===== config.mk =====
export PLATFORM = sky130hd
export DESIGN_NAME = per_pixel_stack_median_top_flat
export DESIGN_NICKNAME = d
export VERILOG_FILES = /design/src/design/ppsm_pkg.sv /design/src/design/ppsm_in_if.sv /design/src/design/ppsm_out_if.sv /design/src/design/per_pixel_stack_median_top.sv /design/src/flat_wrapper.sv
export VERILOG_INCLUDE_DIRS = /design/src /design/src/design
export SDC_FILE = /design/constraint.sdc
export NUM_CORES = 1
export LEC_CHECK = 0
export ABC_AREA = 1
export BUFFER_PORTS_ARGS = -buffer_cell sky130_fd_sc_hd__buf_2
export CAP_MARGIN = 20
export CORE_UTILIZATION = 50
export DETAILED_ROUTE_END_ITERATION = 16
export PLACE_DENSITY = 0.76
export SYNTH_ARGS = -nofsm -noshare
export SYNTH_HDL_FRONTEND = slang
export SYNTH_SLANG_ARGS = --single-unit

===== constraint.sdc =====
create_clock -name clk -period 10.25 [get_ports clk]
set_input_delay 2.5625 -clock clk [delete_from_list [all_inputs] [get_ports clk]]
set_output_delay 2.5625 -clock clk [all_outputs]
set_load 0.005 [all_outputs]

===== src/design/per_pixel_stack_median_top_macros.svh =====
// Assertion helpers for the pixel stack median block.
`ifndef PER_PIXEL_STACK_MEDIAN_TOP_MACROS_SVH
`define PER_PIXEL_STACK_MEDIAN_TOP_MACROS_SVH

`ifndef ASSERT_OFF

// Checked on every clock edge outside reset.
`define PPSM_ASSERT(lbl, clk, rst, prop) \
  lbl: assert property (@(posedge clk) disable iff (rst) prop) \
    else $error("ppsm assertion failed");

// Checked on every clock edge, reset included.
`define PPSM_ASSERT_ALWAYS(lbl, clk, prop) \
  lbl: assert property (@(posedge clk) prop) \
    else $error("ppsm assertion failed");

`else

`define PPSM_ASSERT(lbl, clk, rst, prop)
`define PPSM_ASSERT_ALWAYS(lbl, clk, prop)

`endif

`endif


===== src/design/ppsm_pkg.sv =====
`timescale 1ns / 1ps
`default_nettype none

package ppsm_pkg;

  localparam int MAX_FRAMES  = 8;
  localparam int SAMPLE_BITS = 8;
  localparam int CNT_W       = 4;
  localparam int RANK_W      = $clog2(MAX_FRAMES + 1);

  localparam logic [CNT_W-1:0] NUM_FRAMES_RST = CNT_W'(MAX_FRAMES);

  typedef logic [SAMPLE_BITS-1:0] sample_t;
  typedef logic [CNT_W-1:0]       count_t;
  typedef logic [RANK_W-1:0]      rank_t;

endpackage

`default_nettype wire


===== src/design/ppsm_in_if.sv =====
`timescale 1ns / 1ps
`default_nettype none

interface ppsm_in_if;

  logic              valid;
  logic              ready;
  ppsm_pkg::sample_t sample0;
  ppsm_pkg::sample_t sample1;
  ppsm_pkg::sample_t sample2;
  ppsm_pkg::sample_t sample3;
  ppsm_pkg::sample_t sample4;
  ppsm_pkg::sample_t sample5;
  ppsm_pkg::sample_t sample6;
  ppsm_pkg::sample_t sample7;

  modport source (
    output valid, sample0, sample1, sample2, sample3,
    output sample4, sample5, sample6, sample7,
    input  ready
  );

  modport sink (
    input  valid, sample0, sample1, sample2, sample3,
    input  sample4, sample5, sample6, sample7,
    output ready
  );

endinterface

`default_nettype wire


===== src/design/ppsm_out_if.sv =====
`timescale 1ns / 1ps
`default_nettype none

interface ppsm_out_if;

  logic              valid;
  logic              ready;
  ppsm_pkg::sample_t median_value;

  modport source (
    output valid, median_value,
    input  ready
  );

  modport sink (
    input  valid, median_value,
    output ready
  );

endinterface

`default_nettype wire


===== src/design/per_pixel_stack_median_top.sv =====
// Temporal median of one pixel across up to eight stacked frames.
//
// stack  : sink channel; one transaction carries sample0..sample7, the
//          co-located gray values of one pixel from frames 0..7.
// result : source channel; one transaction carries median_value, the
//          sorted element at index n/2 of the first n samples (upper median
//          for even n).
// cfg_we / cfg_wdata : write of num_frames; 0 acts as 1, above 8 acts as 8.
//          Write only while no transaction is in flight.
//
// Pipeline: the accepting edge fills the input register, and the result
// register is filled from it after one rank-and-select pass once it has room.
// Throughput is one pixel per cycle while result is not stalled; the rank
// network (8x8 compares and popcounts) is the combinational path that sets it.
// A stalled result holds in its register; the input register keeps taking
// a transaction until both stages are full, then stack.ready drops.
// rst clears both stage valids and sets num_frames to 8.
`timescale 1ns / 1ps
`default_nettype none

`include "per_pixel_stack_median_top_macros.svh"

module per_pixel_stack_median_top (
  input  wire logic           clk,
  input  wire logic           rst,
  input  wire logic           cfg_we,
  input  wire ppsm_pkg::count_t cfg_wdata,
  ppsm_in_if.sink             stack,
  ppsm_out_if.source          result
);

  import ppsm_pkg::*;

  count_t  num_frames;

  logic    s1_valid;
  sample_t s1_sample [MAX_FRAMES];
  logic    s2_valid;
  sample_t s2_median;

  logic    s1_load;
  logic    s1_advance;
  logic    s2_ready;

  rank_t   n_eff;
  rank_t   target;
  rank_t   rank [MAX_FRAMES];
  logic    [MAX_FRAMES-1:0] used;
  logic    [MAX_FRAMES-1:0] hit;
  sample_t median_next;

  // configuration
  always_ff @(posedge clk) begin
    if (rst) begin
      num_frames <= NUM_FRAMES_RST;
    end else if (cfg_we) begin
      num_frames <= cfg_wdata;
    end
  end

  always_comb begin
    if (num_frames > CNT_W'(MAX_FRAMES)) begin
      n_eff = RANK_W'(MAX_FRAMES);
    end else if (num_frames == '0) begin
      n_eff = RANK_W'(1);
    end else begin
      n_eff = RANK_W'(num_frames);
    end
    target = n_eff >> 1;
  end

  // handshake
  assign s2_ready     = !s2_valid || result.ready;
  assign s1_advance   = s1_valid && s2_ready;
  assign stack.ready  = !s1_valid || s2_ready;
  assign s1_load      = stack.valid && stack.ready;

  always_ff @(posedge clk) begin
    if (rst) begin
      s1_valid <= 1'b0;
    end else if (stack.ready) begin
      s1_valid <= stack.valid;
    end
  end

  always_ff @(posedge clk) begin
    if (s1_load) begin
      s1_sample[0] <= stack.sample0;
      s1_sample[1] <= stack.sample1;
      s1_sample[2] <= stack.sample2;
      s1_sample[3] <= stack.sample3;
      s1_sample[4] <= stack.sample4;
      s1_sample[5] <= stack.sample5;
      s1_sample[6] <= stack.sample6;
      s1_sample[7] <= stack.sample7;
    end
  end

  // rank every used sample; ties ordered by frame number
  always_comb begin
    for (int i = 0; i < MAX_FRAMES; i++) begin
      used[i] = RANK_W'(i) < n_eff;
    end
    for (int i = 0; i < MAX_FRAMES; i++) begin
      rank[i] = '0;
      for (int j = 0; j < MAX_FRAMES; j++) begin
        if (used[j] && ((s1_sample[j] < s1_sample[i]) ||
                        ((s1_sample[j] == s1_sample[i]) && (j < i)))) begin
          rank[i] = rank[i] + RANK_W'(1);
        end
      end
      hit[i] = used[i] && (rank[i] == target);
    end
  end

  // exactly one hit, so an OR of masked samples selects it
  always_comb begin
    median_next = '0;
    for (int i = 0; i < MAX_FRAMES; i++) begin
      median_next = median_next | (s1_sample[i] & {SAMPLE_BITS{hit[i]}});
    end
  end

  always_ff @(posedge clk) begin
    if (rst) begin
      s2_valid <= 1'b0;
    end else if (s2_ready) begin
      s2_valid <= s1_valid;
    end
  end

  always_ff @(posedge clk) begin
    if (s1_advance) begin
      s2_median <= median_next;
    end
  end

  assign result.valid        = s2_valid;
  assign result.median_value = s2_median;

  `PPSM_ASSERT(a_one_hit, clk, rst, s1_valid |-> $onehot(hit))
  `PPSM_ASSERT(a_count_range, clk, rst, (n_eff != '0) && (n_eff <= RANK_W'(MAX_FRAMES)))
  `PPSM_ASSERT(a_full_stall, clk, rst, (s1_valid && s2_valid && !result.ready) |-> !stack.ready)
  `PPSM_ASSERT(a_advance, clk, rst, s1_advance |=> s2_valid)
  `PPSM_ASSERT_ALWAYS(a_cfg_reset, clk, rst |=> (num_frames == NUM_FRAMES_RST))

endmodule

`default_nettype wire

===== src/flat_wrapper.sv =====
// flat-port wrapper written by rule: the top's interface ports become plain ports
module per_pixel_stack_median_top_flat import ppsm_pkg::*;
  (clk, rst, cfg_we, cfg_wdata, stack_valid, stack_sample0, stack_sample1, stack_sample2, stack_sample3, stack_sample4, stack_sample5, stack_sample6, stack_sample7, stack_ready, result_valid, result_median_value, result_ready);
  ppsm_in_if stack_i ();
  ppsm_out_if result_i ();
  input  wire logic clk;
  input  wire logic rst;
  input  wire logic cfg_we;
  input  wire ppsm_pkg::count_t cfg_wdata;
  input wire logic [$bits(stack_i.valid)-1:0] stack_valid;
  input wire logic [$bits(stack_i.sample0)-1:0] stack_sample0;
  input wire logic [$bits(stack_i.sample1)-1:0] stack_sample1;
  input wire logic [$bits(stack_i.sample2)-1:0] stack_sample2;
  input wire logic [$bits(stack_i.sample3)-1:0] stack_sample3;
  input wire logic [$bits(stack_i.sample4)-1:0] stack_sample4;
  input wire logic [$bits(stack_i.sample5)-1:0] stack_sample5;
  input wire logic [$bits(stack_i.sample6)-1:0] stack_sample6;
  input wire logic [$bits(stack_i.sample7)-1:0] stack_sample7;
  output wire logic [$bits(stack_i.ready)-1:0] stack_ready;
  output wire logic [$bits(result_i.valid)-1:0] result_valid;
  output wire logic [$bits(result_i.median_value)-1:0] result_median_value;
  input wire logic [$bits(result_i.ready)-1:0] result_ready;
  assign stack_i.valid = stack_valid;
  assign stack_i.sample0 = stack_sample0;
  assign stack_i.sample1 = stack_sample1;
  assign stack_i.sample2 = stack_sample2;
  assign stack_i.sample3 = stack_sample3;
  assign stack_i.sample4 = stack_sample4;
  assign stack_i.sample5 = stack_sample5;
  assign stack_i.sample6 = stack_sample6;
  assign stack_i.sample7 = stack_sample7;
  assign stack_ready = stack_i.ready;
  assign result_valid = result_i.valid;
  assign result_median_value = result_i.median_value;
  assign result_i.ready = result_ready;
  per_pixel_stack_median_top u_core (.clk(clk), .rst(rst), .cfg_we(cfg_we), .cfg_wdata(cfg_wdata), .stack(stack_i), .result(result_i));
endmodule

==> results.py, run 1 <==
metrics = {
    "drt": {
        "drc": 0,
        "drt_first_iter_violations": 1019,
        "first_pass_iters": 6,
        "vias": 12587,
        "drtAntennaViolNets": 0,
        "drt-total-wl_mm": 37.5,
        "vias_per_cell": 5.70,
        "wl_per_cell_um": 17.0,
    },
    "die": {
        "io_pins": 83,
        "dieHeight_um": 158,
        "core_um2": 23600,
        "die-area_um2": 24900,
        "die_w_um": 158,
        "row_count": 56,
        "start_util": 0.513,
    },
    "clock_network": {
        "cts.root.buffer_cell": "clkbuf_16",
        "clock-sinks": 78,
        "h-tree-depth": 3,
        "cts_hold_buf": 0,
        "cts_buffers": 9,
        "cts_buffer_depth": 2,
        "cts-resized-gates": 0,
        "clk_pin_slew_ns": 0.08,
        "clkLatencyLatePin_ns": 0.36,
        "cts_setup_buffers": 0,
        "tritoncts": "built",
    },
    "timing": {
        "max_clock_freq_mhz": 164,
        "clock_skew_ns": 0.0112,
        "setup_viol": 0,
        "tns_ns": 0,
        "max_slew_margin": 0.348,
        "layout_min_cycle_time_ns": 6.11,
        "worst_slew_pin_slew_ns": 0.967,
        "finalMaxSlewViolations": 0,
        "rsz0062_at_grt": "false",
        "hold_viol": 0,
        "finalCritPeriodShare": 0.596,
    },
    "critical_path": {
        "end_kind": "flip-flop",
        "critPathLaunchType": "flip-flop",
        "crit_type": "reg2reg",
        "ff2ff_setup_slack_ns": 4.14,
        "max_stage_delay_ns": 0.69,
        "critPathMaxFanout": 8,
        "worstPathArrival_ns": 6.35,
        "critPathSlowestCell": "nor2_1",
        "worstPathRequired_ns": 10.48,
        "crit_top_cell": "nand2_1",
    },
    "place": {
        "dp_hpwl_mm": 30.1,
        "gp_congestion": 0.971,
        "io_buffers": 82,
    },
    "logic_synthesis": {
        "ys_seq_area_frac": 0.188,
        "ys_async_sr_fraction": 0,
        "synth_area_um2": 12100,
        "synth_nets": 2140,
        "ys_top_cells_by_area": "ha_1, edfxtp_1, nand2_1",
        "synth-edff-count": 72,
        "avgSynthCellArea_um2": 6.75,
        "synth.top_cell.area_share": 0.281,
        "ys_top_cells_by_count": "nand2_1, inv_1, ha_1",
        "synthFlopType": "edfxtp_1",
        "yosys_warnings": 0,
        "yosysUniqueCellTypes": 41,
        "yosysMostFrequentCell": "nand2_1",
        "postSynthCellCount": 1795,
        "post-synth-top-area-cell": "ha_1",
        "ys_ff_latch": 78,
    },
    "status": {
        "status": "completed",
    },
    "finish": {
        "utilization": 0.560,
        "antennaDiodeCount": 0,
        "area_delta_synth_final_pct": 9.12,
        "final_nets": 2231,
        "drive_above_1_share": 0.0756,
    },
    "global_routing": {
        "grtUsageMet3": 0.0526,
        "gr-total-overflow": 0,
        "antenna_found_initial": 0,
        "grt_pass1_wl_mm": 59.0,
        "grt_pass1_vias": 11483,
        "grt_busiest_layer": "met2",
        "use_met2": 0.495,
        "grt_max_degree": 65,
        "track_usage": 0.313,
        "globalRouteMet1Util": 0.410,
    },
    "run": {
        "maxCapViolCount": 0,
    },
    "hold_path": {
        "hold_class": "reg2reg",
    },
    "pwr": {
        "ir_worst_vdd_v": 0.0000808,
        "p_per_area_nw_per_um2": 146,
        "p_leak_nw": 7.46,
    },
}
-- logic make-up after synthesis --
group,after synthesis,synth area share
AOI/OAI and AO/OA,199,0.0951
xor gates and xnor gates,5,0.00361
adders and majority gates,272,0.281
buffers and inverters,303,0.0944
DFF,78,0.188
and+or+nand+nor,938,0.338
-- final cells by class --
class                           instances  area (um2)
Tap cell                              319         399
Multi-Input combinational cell       1414        8700
Inverter                              297        1110
Sequential cell                        78        2280
Timing Repair Buffer                   86         440
Fill cell                            2263       10400
Clock buffer                            9         225
Clock inverter                          7        71.3
-- final timing paths --
path / end / from / depth (start not counted)
worst max-delay path: u_core.result.median_value[5] / u_core.s1_sample[0][5] / 32
worst min register to register: u_core.result.valid / u_core.s1_valid / 2
worst min-delay path: u_core.result.valid / u_core.s1_valid / 2
worst max register to register: u_core.result.median_value[5] / u_core.s1_sample[0][5] / 32
-- worst max-delay path: cells and delay by family, from the launching register on --
kind            cells  cell delay [ns]
simple gates       16             2.20
flops               1             0.44
buf+inv             5             0.58
compound gates      5             0.98
fa+ha+maj           6             1.78
-- power breakdown --
part | internal, mW | leakage (nW) | switching, mW
Sequential | 0.389 | 0.752 | 0.0473
Combinational | 0.395 | 6.57 | 0.762
Clock | 0.173 | 0.147 | 0.167
Total | 0.958 | 7.46 | 0.977
-- flip-flops by register name, summed over array words and instances (netlist names) --
name,count
u_core.s1_sample,64
u_core.result.median_value,8
u_core.num_frames,4
u_core.result.valid,1
u_core.s1_valid,1
-- cells in the final DEF, fill, tap and decap left out, drive strengths merged --
cell    Yosys  final
o22ai       1      1
edfxtp     72     72
xnor2       3      3
nand4      33     33
o21ai      48     48
o21bai      6      6
a211oi      3      3
clkbuf      2      9
nand3     237    237
nor2      138    138
a31oi       8      8
a21oi     102    102
nand3b      7      7
ha        272    272
o21a       11     11
inv       295    301
or2        14     14
nand2     500    500
clkinv      2      3
xor2        2      2
a21o        8      8
buf         4     86
o211ai     11     11
a21boi      1      1
dfxtp       6      6
and2        9      9
-- metal layers --
metal	wire length, um	vias up
met1	16000	5615
met4	1880	0
li1	-	6178
met2	15900	652
met5	0	-
met3	3690	142
-- per-stage QoR --
step | total power [mW] | cells | cell area (um2) | setup slack (ns) | hold slack (ns)
CTS | 1.90 | 2209 | 13200 | 4.45 | 0.479
global placement | 1.52 | 2193 | 12900 | 4.58 | 0.460
floorplan | 1.27 | 1795 | 12100 | 4.96 | 0.445
finish | 1.93 | 2210 | 13200 | 4.14 | 0.481
detailed placement | 1.56 | 2193 | 12900 | 4.48 | 0.469
global route | 2.11 | 2210 | 13200 | 3.80 | 0.497
Note: power is estimated with default switching activity, not from simulation.
==> inputs of run 2 (changes only) <==
==> constraint.sdc (replaced) <==
create_clock -name clk -period 6.05 [get_ports clk]
set_input_delay 1.5125 -clock clk [delete_from_list [all_inputs] [get_ports clk]]
set_output_delay 1.5125 -clock clk [all_outputs]
set_load 0.005 [all_outputs]
==> results.py, run 2 (synthesized netlist as in run 1, its figures left out) <==
metrics = {
    "finish": {
        "final_nets": 2254,
        "most-common-layout-cells": "nand2_1, inv_1, ha_1, nand3_1, nor2_1",
        "area_delta_synth_final_pct": 10.9,
        "largest_reg_flops": 64,
        "utilization": 0.570,
        "final_common_cell": "nand2_1",
        "nFillCells": 2310,
        "antennaDiodeCount": 0,
        "drive_above_1_share": 0.0904,
        "regMostFlops": "u_core.s1_sample",
    },
    "critical_path": {
        "r2r-end": "u_core.result.median_value[0]",
        "critPathLaunchType": "flip-flop",
        "crit_top_cell": "nand2_1",
        "max_stage_delay_ns": 0.58,
        "crit_path_start": "u_core.s1_sample[0][13]",
        "path_buf_inv": 4,
        "worstPathRequired_ns": 6.29,
        "ff2ff_setup_slack_ns": 0.36,
        "rr_worst_depth": 31,
        "crit_type": "reg2reg",
        "worst_r2r_startpoint": "u_core.s1_sample[0][13]",
        "end_kind": "flip-flop",
        "critPathTopFamily": "simple AND/OR/NAND/NOR gates",
        "crit_cells": 31,
        "critPathSlowestCell": "edfxtp_1",
        "critPathMaxFanout": 8,
        "worstPathArrival_ns": 5.93,
    },
    "timing": {
        "max_clock_freq_mhz": 176,
        "hold_viol": 0,
        "worst_slew_pin_slew_ns": 1.12,
        "finalMaxSlewViolations": 0,
        "max_slew_margin": 0.253,
        "tns_ns": 0,
        "setup_viol": 0,
        "finalCritPeriodShare": 0.941,
        "layout_min_cycle_time_ns": 5.69,
        "clock_skew_ns": 0.0177,
        "holdWs_ns": 0.476,
    },
    "place": {
        "gp_congestion": 1.00,
        "dp_hpwl_mm": 31.3,
        "io_buffers": 82,
    },
    "clock_network": {
        "h-tree-depth": 3,
        "cts_hold_buf": 0,
        "tritoncts": "built",
        "cts_buffers": 9,
        "clock-sinks": 78,
        "clk_pin_slew_ns": 0.08,
        "clkLatencyLatePin_ns": 0.37,
        "cts_buffer_depth": 2,
        "cts.root.buffer_cell": "clkbuf_16",
    },
    "global_routing": {
        "track_usage": 0.317,
        "grt_pass1_wl_mm": 59.9,
        "antenna_found_initial": 0,
        "grt_max_degree": 51,
        "grt_pass1_vias": 11589,
        "gr-total-overflow": 0,
    },
    "drt": {
        "first_pass_iters": 6,
        "drtAntennaViolNets": 0,
        "wl_per_cell_um": 17.1,
        "drt-total-wl_mm": 38.2,
        "vias": 12598,
        "drc": 0,
        "vias_per_cell": 5.64,
        "drt_first_iter_violations": 1082,
    },
    "pwr": {
        "ir_worst_vdd_v": 0.000161,
        "power_mw": 3.31,
        "p_per_area_nw_per_um2": 246,
        "p_leak_nw": 7.58,
    },
    "die": {
        "core_um2": 23600,
        "dieHeight_um": 158,
        "row_count": 56,
        "die_w_um": 158,
        "io_pins": 83,
        "die-area_um2": 24900,
        "start_util": 0.513,
    },
    "hold_path": {
        "hold_class": "reg2reg",
        "min-delay-start": "u_core.s1_valid",
        "min_to": "u_core.result.valid",
        "whs_path_depth": 2,
    },
    "status": {
        "status": "completed",
    },
    "run": {
        "maxCapViolCount": 0,
    },
}
-- run 2: final cells by class --
type / instances / area, um2 / share of cell area
repair buffers: 109 / 613 / 0.0456
multi-input cells: 1414 / 8740 / 0.650
well taps: 319 / 399 / 0.0297
inverters: 297 / 1110 / 0.0829
clock buffers: 9 / 225 / 0.0167
clock inverters: 7 / 73.8 / 0.00549
flip-flops and latches: 78 / 2280 / 0.170
-- run 2: per-layer routing --
metal	part of all wire	global-route usage	wire length (um)	up-vias
met3	0.094	0.0567	3600	130
met4	0.050	0.155	1910	0
met1	0.42	0.404	16000	5641
li1	-	-	-	6229
met5	0	0	0	-
met2	0.44	0.514	16800	598
-- run 2: worst min-delay path: stages (launching register included) --
cell and delay [ns]:
dfxtp_1 0.32, inv_1 0.06, a21oi_1 0.06
-- run 2: worst max path at each step --
stage / slack [ns] / end
final: 0.36 / u_core.result.median_value[0]
after global routing: -0.02 / u_core.result.median_value[5]
after CTS: 0.21 / u_core.result.median_value[4]
after detailed placement: 0.28 / u_core.result.median_value[5]
after global placement: 0.35 / u_core.result.median_value[4]
after floorplan: 1.27 / u_core.result.median_value[1]
-- run 2: stage by stage --
stage                     instances  worst slack [ns]  instance area, um2
after floorplan                1795              1.27               12100
after global placement         2213             0.352               13100
final                          2233             0.356               13400
after detailed placement       2213             0.279               13100
after global routing           2233           -0.0222               13400
after CTS                      2229             0.211               13400
-- run 2: report_power, final --
part           leakage [nW]  internal, mW  switching, mW
Sequential            0.752         0.659         0.0677
Clock                 0.148         0.294          0.288
Combinational          6.68         0.699           1.31
-- run 2: timing repair --
| item | CTS | global route |
|---|---|---|
| endpoints found under the setup margin | 0 | 8 |
| gates resized for setup | 0 | 11 |
| setup buffers | 0 | 4 |
==> inputs of run 3 (changes only) <==
--- a/config.mk
+++ b/config.mk
@@ -9,9 +9,10 @@
 export ABC_AREA = 1
 export BUFFER_PORTS_ARGS = -buffer_cell sky130_fd_sc_hd__buf_2
 export CAP_MARGIN = 20
-export CORE_UTILIZATION = 50
+export CORE_MARGIN = 10
+export CORE_UTILIZATION = 30
 export DETAILED_ROUTE_END_ITERATION = 16
-export PLACE_DENSITY = 0.76
+export PLACE_DENSITY = 0.53
 export SYNTH_ARGS = -nofsm -noshare
 export SYNTH_HDL_FRONTEND = slang
 export SYNTH_SLANG_ARGS = --single-unit
==> results.py, run 3 (synthesized netlist as in run 1, its figures left out) <==
metrics = {
    "status": {
        "status": "completed",
    },
    "die": {
        "start_util": 0.304,
        "core_um2": 39800,
        "dieHeight_um": 221,
        "io_pins": 83,
        "die_w_um": 221,
        "die-area_um2": 48800,
        "row_count": 73,
    },
    "timing": {
        "tns_ns": 0,
        "worst_slew_pin_slew_ns": 0.764,
        "setup_viol": 0,
        "finalMaxSlewViolations": 0,
        "finalCritPeriodShare": 0.926,
        "max_slew_margin": 0.489,
        "layout_min_cycle_time_ns": 5.60,
        "rsz0062_at_grt": "false",
        "max_clock_freq_mhz": 179,
        "clock_skew_ns": 0.0193,
        "setup_slack_ns": 0.450,
        "hold_viol": 0,
    },
    "drt": {
        "vias": 12328,
        "first_pass_iters": 6,
        "drc": 0,
        "wl_per_cell_um": 17.6,
        "drt-total-wl_mm": 43.5,
        "drtAntennaViolNets": 0,
        "vias_per_cell": 5.00,
        "drt_first_iter_violations": 957,
    },
    "critical_path": {
        "end_kind": "flip-flop",
        "critPathTopFamily": "simple AND/OR/NAND/NOR gates",
        "ff2ff_setup_slack_ns": 0.45,
        "worstPathArrival_ns": 5.85,
        "crit_cells": 33,
        "r2r-end": "u_core.result.median_value[4]",
        "critPathSlowestCell": "edfxtp_1",
        "worst_r2r_startpoint": "u_core.s1_sample[0][2]",
        "crit_top_cell": "nand2_1",
        "critPathMaxFanout": 8,
        "worstPathRequired_ns": 6.30,
        "crit_end": "u_core.result.median_value[4]",
        "critPathLaunchType": "flip-flop",
        "crit_type": "reg2reg",
        "crit_path_start": "u_core.s1_sample[0][2]",
        "max_stage_delay_ns": 0.45,
        "rr_worst_depth": 33,
        "path_buf_inv": 6,
    },
    "global_routing": {
        "gr-total-overflow": 0,
        "antenna_found_initial": 0,
        "track_usage": 0.173,
        "grt_max_degree": 40,
        "grt_pass1_wl_mm": 66.3,
        "grt_pass1_vias": 11663,
    },
    "place": {
        "place_area_um2": 13500,
        "dp_hpwl_mm": 36.6,
        "gp_congestion": 0.944,
        "dp_slack_ns": 0.296,
        "io_buffers": 82,
    },
    "finish": {
        "utilization": 0.350,
        "nFillCells": 4326,
        "most-common-layout-cells": "nand2_1, inv_1, ha_1, nand3_1, nor2_1",
        "multi_input_comb_area_um2": 8730,
        "antennaDiodeCount": 0,
        "area_delta_synth_final_pct": 14.9,
        "design_area_um2": 13900,
        "final_nets": 2282,
        "regMostFlops": "u_core.s1_sample",
        "ff_latch_area_um2": 2280,
        "drive_above_1_share": 0.104,
        "final_common_cell": "nand2_1",
        "largest_reg_flops": 64,
    },
    "run": {
        "maxCapViolCount": 0,
    },
    "clock_network": {
        "clock-sinks": 78,
        "cts_buffer_depth": 2,
        "h-tree-depth": 3,
        "cts.root.buffer_cell": "clkbuf_16",
        "clkLatencyLatePin_ns": 0.38,
        "cts_hold_buf": 0,
        "tritoncts": "built",
        "cts_buffers": 9,
        "clk_pin_slew_ns": 0.07,
    },
    "hold_path": {
        "hold_class": "reg2reg",
    },
    "pwr": {
        "ir_worst_vdd_v": 0.000103,
        "power_mw": 3.39,
        "p_leak_nw": 7.70,
        "p_per_area_nw_per_um2": 243,
    },
}
[run 3: cell count changes in the layout (fill, tap and decap cells not counted), moves of 2 or more]
| cell | previous run | this run |
|---|---|---|
| clkbuf_1 | 0 | 3 |
| inv_8 | 2 | 0 |
| nand2_2 | 1 | 3 |
| bufinv_16 | 0 | 2 |
| buf_4 | 27 | 55 |
| inv_1 | 285 | 282 |
| nand2_1 | 498 | 496 |
| inv_6 | 3 | 0 |
| clkinvlp_4 | 0 | 2 |
[run 3: power breakdown]
part	internal, mW	leakage (nW)	switching, mW
logic	0.715	6.80	1.34
clock network	0.361	0.147	0.249
registers	0.660	0.752	0.0616
total	1.74	7.70	1.65
[run 3: how the worst min path moves through the flow]
stage / startpoint / end / slack, ns / depth (start not counted)
3_5_place_dp: u_core.s1_valid / u_core.result.valid / 0.46 / 2
6_report: u_core.s1_valid / u_core.result.valid / 0.47 / 2
5_1_grt: u_core.s1_valid / u_core.result.valid / 0.50 / 2
4_1_cts: u_core.s1_valid / u_core.result.valid / 0.47 / 2
3_3_place_gp: u_core.s1_valid / u_core.result.valid / 0.46 / 2
2_1_floorplan: u_core.s1_valid / u_core.result.valid / 0.44 / 2
[run 3: area by class of cell]
| type | count | area share |
|---|---|---|
| Clock buffer | 12 | 0.0170 |
| Clock inverter | 4 | 0.00521 |
| Inverter | 297 | 0.0805 |
| Multi-Input combinational cell | 1414 | 0.627 |
| Sequential cell | 78 | 0.164 |
| Tap cell | 525 | 0.0472 |
| Timing Repair Buffer | 137 | 0.0591 |
[run 3: per-layer routing]
| metal | wire (um) | part of all wire | global-route usage | vias to the layer above |
|---|---|---|---|---|
| met4 | 1180 | 0.027 | 0.0592 | 2 |
| li1 | - | - | - | 6272 |
| met5 | 62 | 0.0014 | 0.0101 | - |
| met2 | 20200 | 0.46 | 0.292 | 345 |
| met3 | 2500 | 0.057 | 0.0265 | 59 |
| met1 | 19600 | 0.45 | 0.220 | 5650 |
[run 3: what timing repair did]
action,in CTS,in global routing
setup buffers,0,9
resized for setup,0,14
endpoints found under the setup margin,0,8
[run 3: stage by stage]
| stage | std cells | hold slack (ns) |
|---|---|---|
| 2_1_floorplan | 1795 | 0.445 |
| 3_3_place_gp | 2442 | 0.458 |
| 3_5_place_dp | 2442 | 0.464 |
| 4_1_cts | 2458 | 0.473 |
| 5_1_grt | 2467 | 0.502 |
| 6_report | 2467 | 0.469 |
[run 3: worst register-to-register path, delay by kind of cell, from the launching register on]
family / cells / cell delay (ns)
flops: 1 / 0.45
buf+inv: 6 / 0.62
simple gates: 17 / 2.21
compound gates: 4 / 0.62
fa+ha+maj: 6 / 1.55
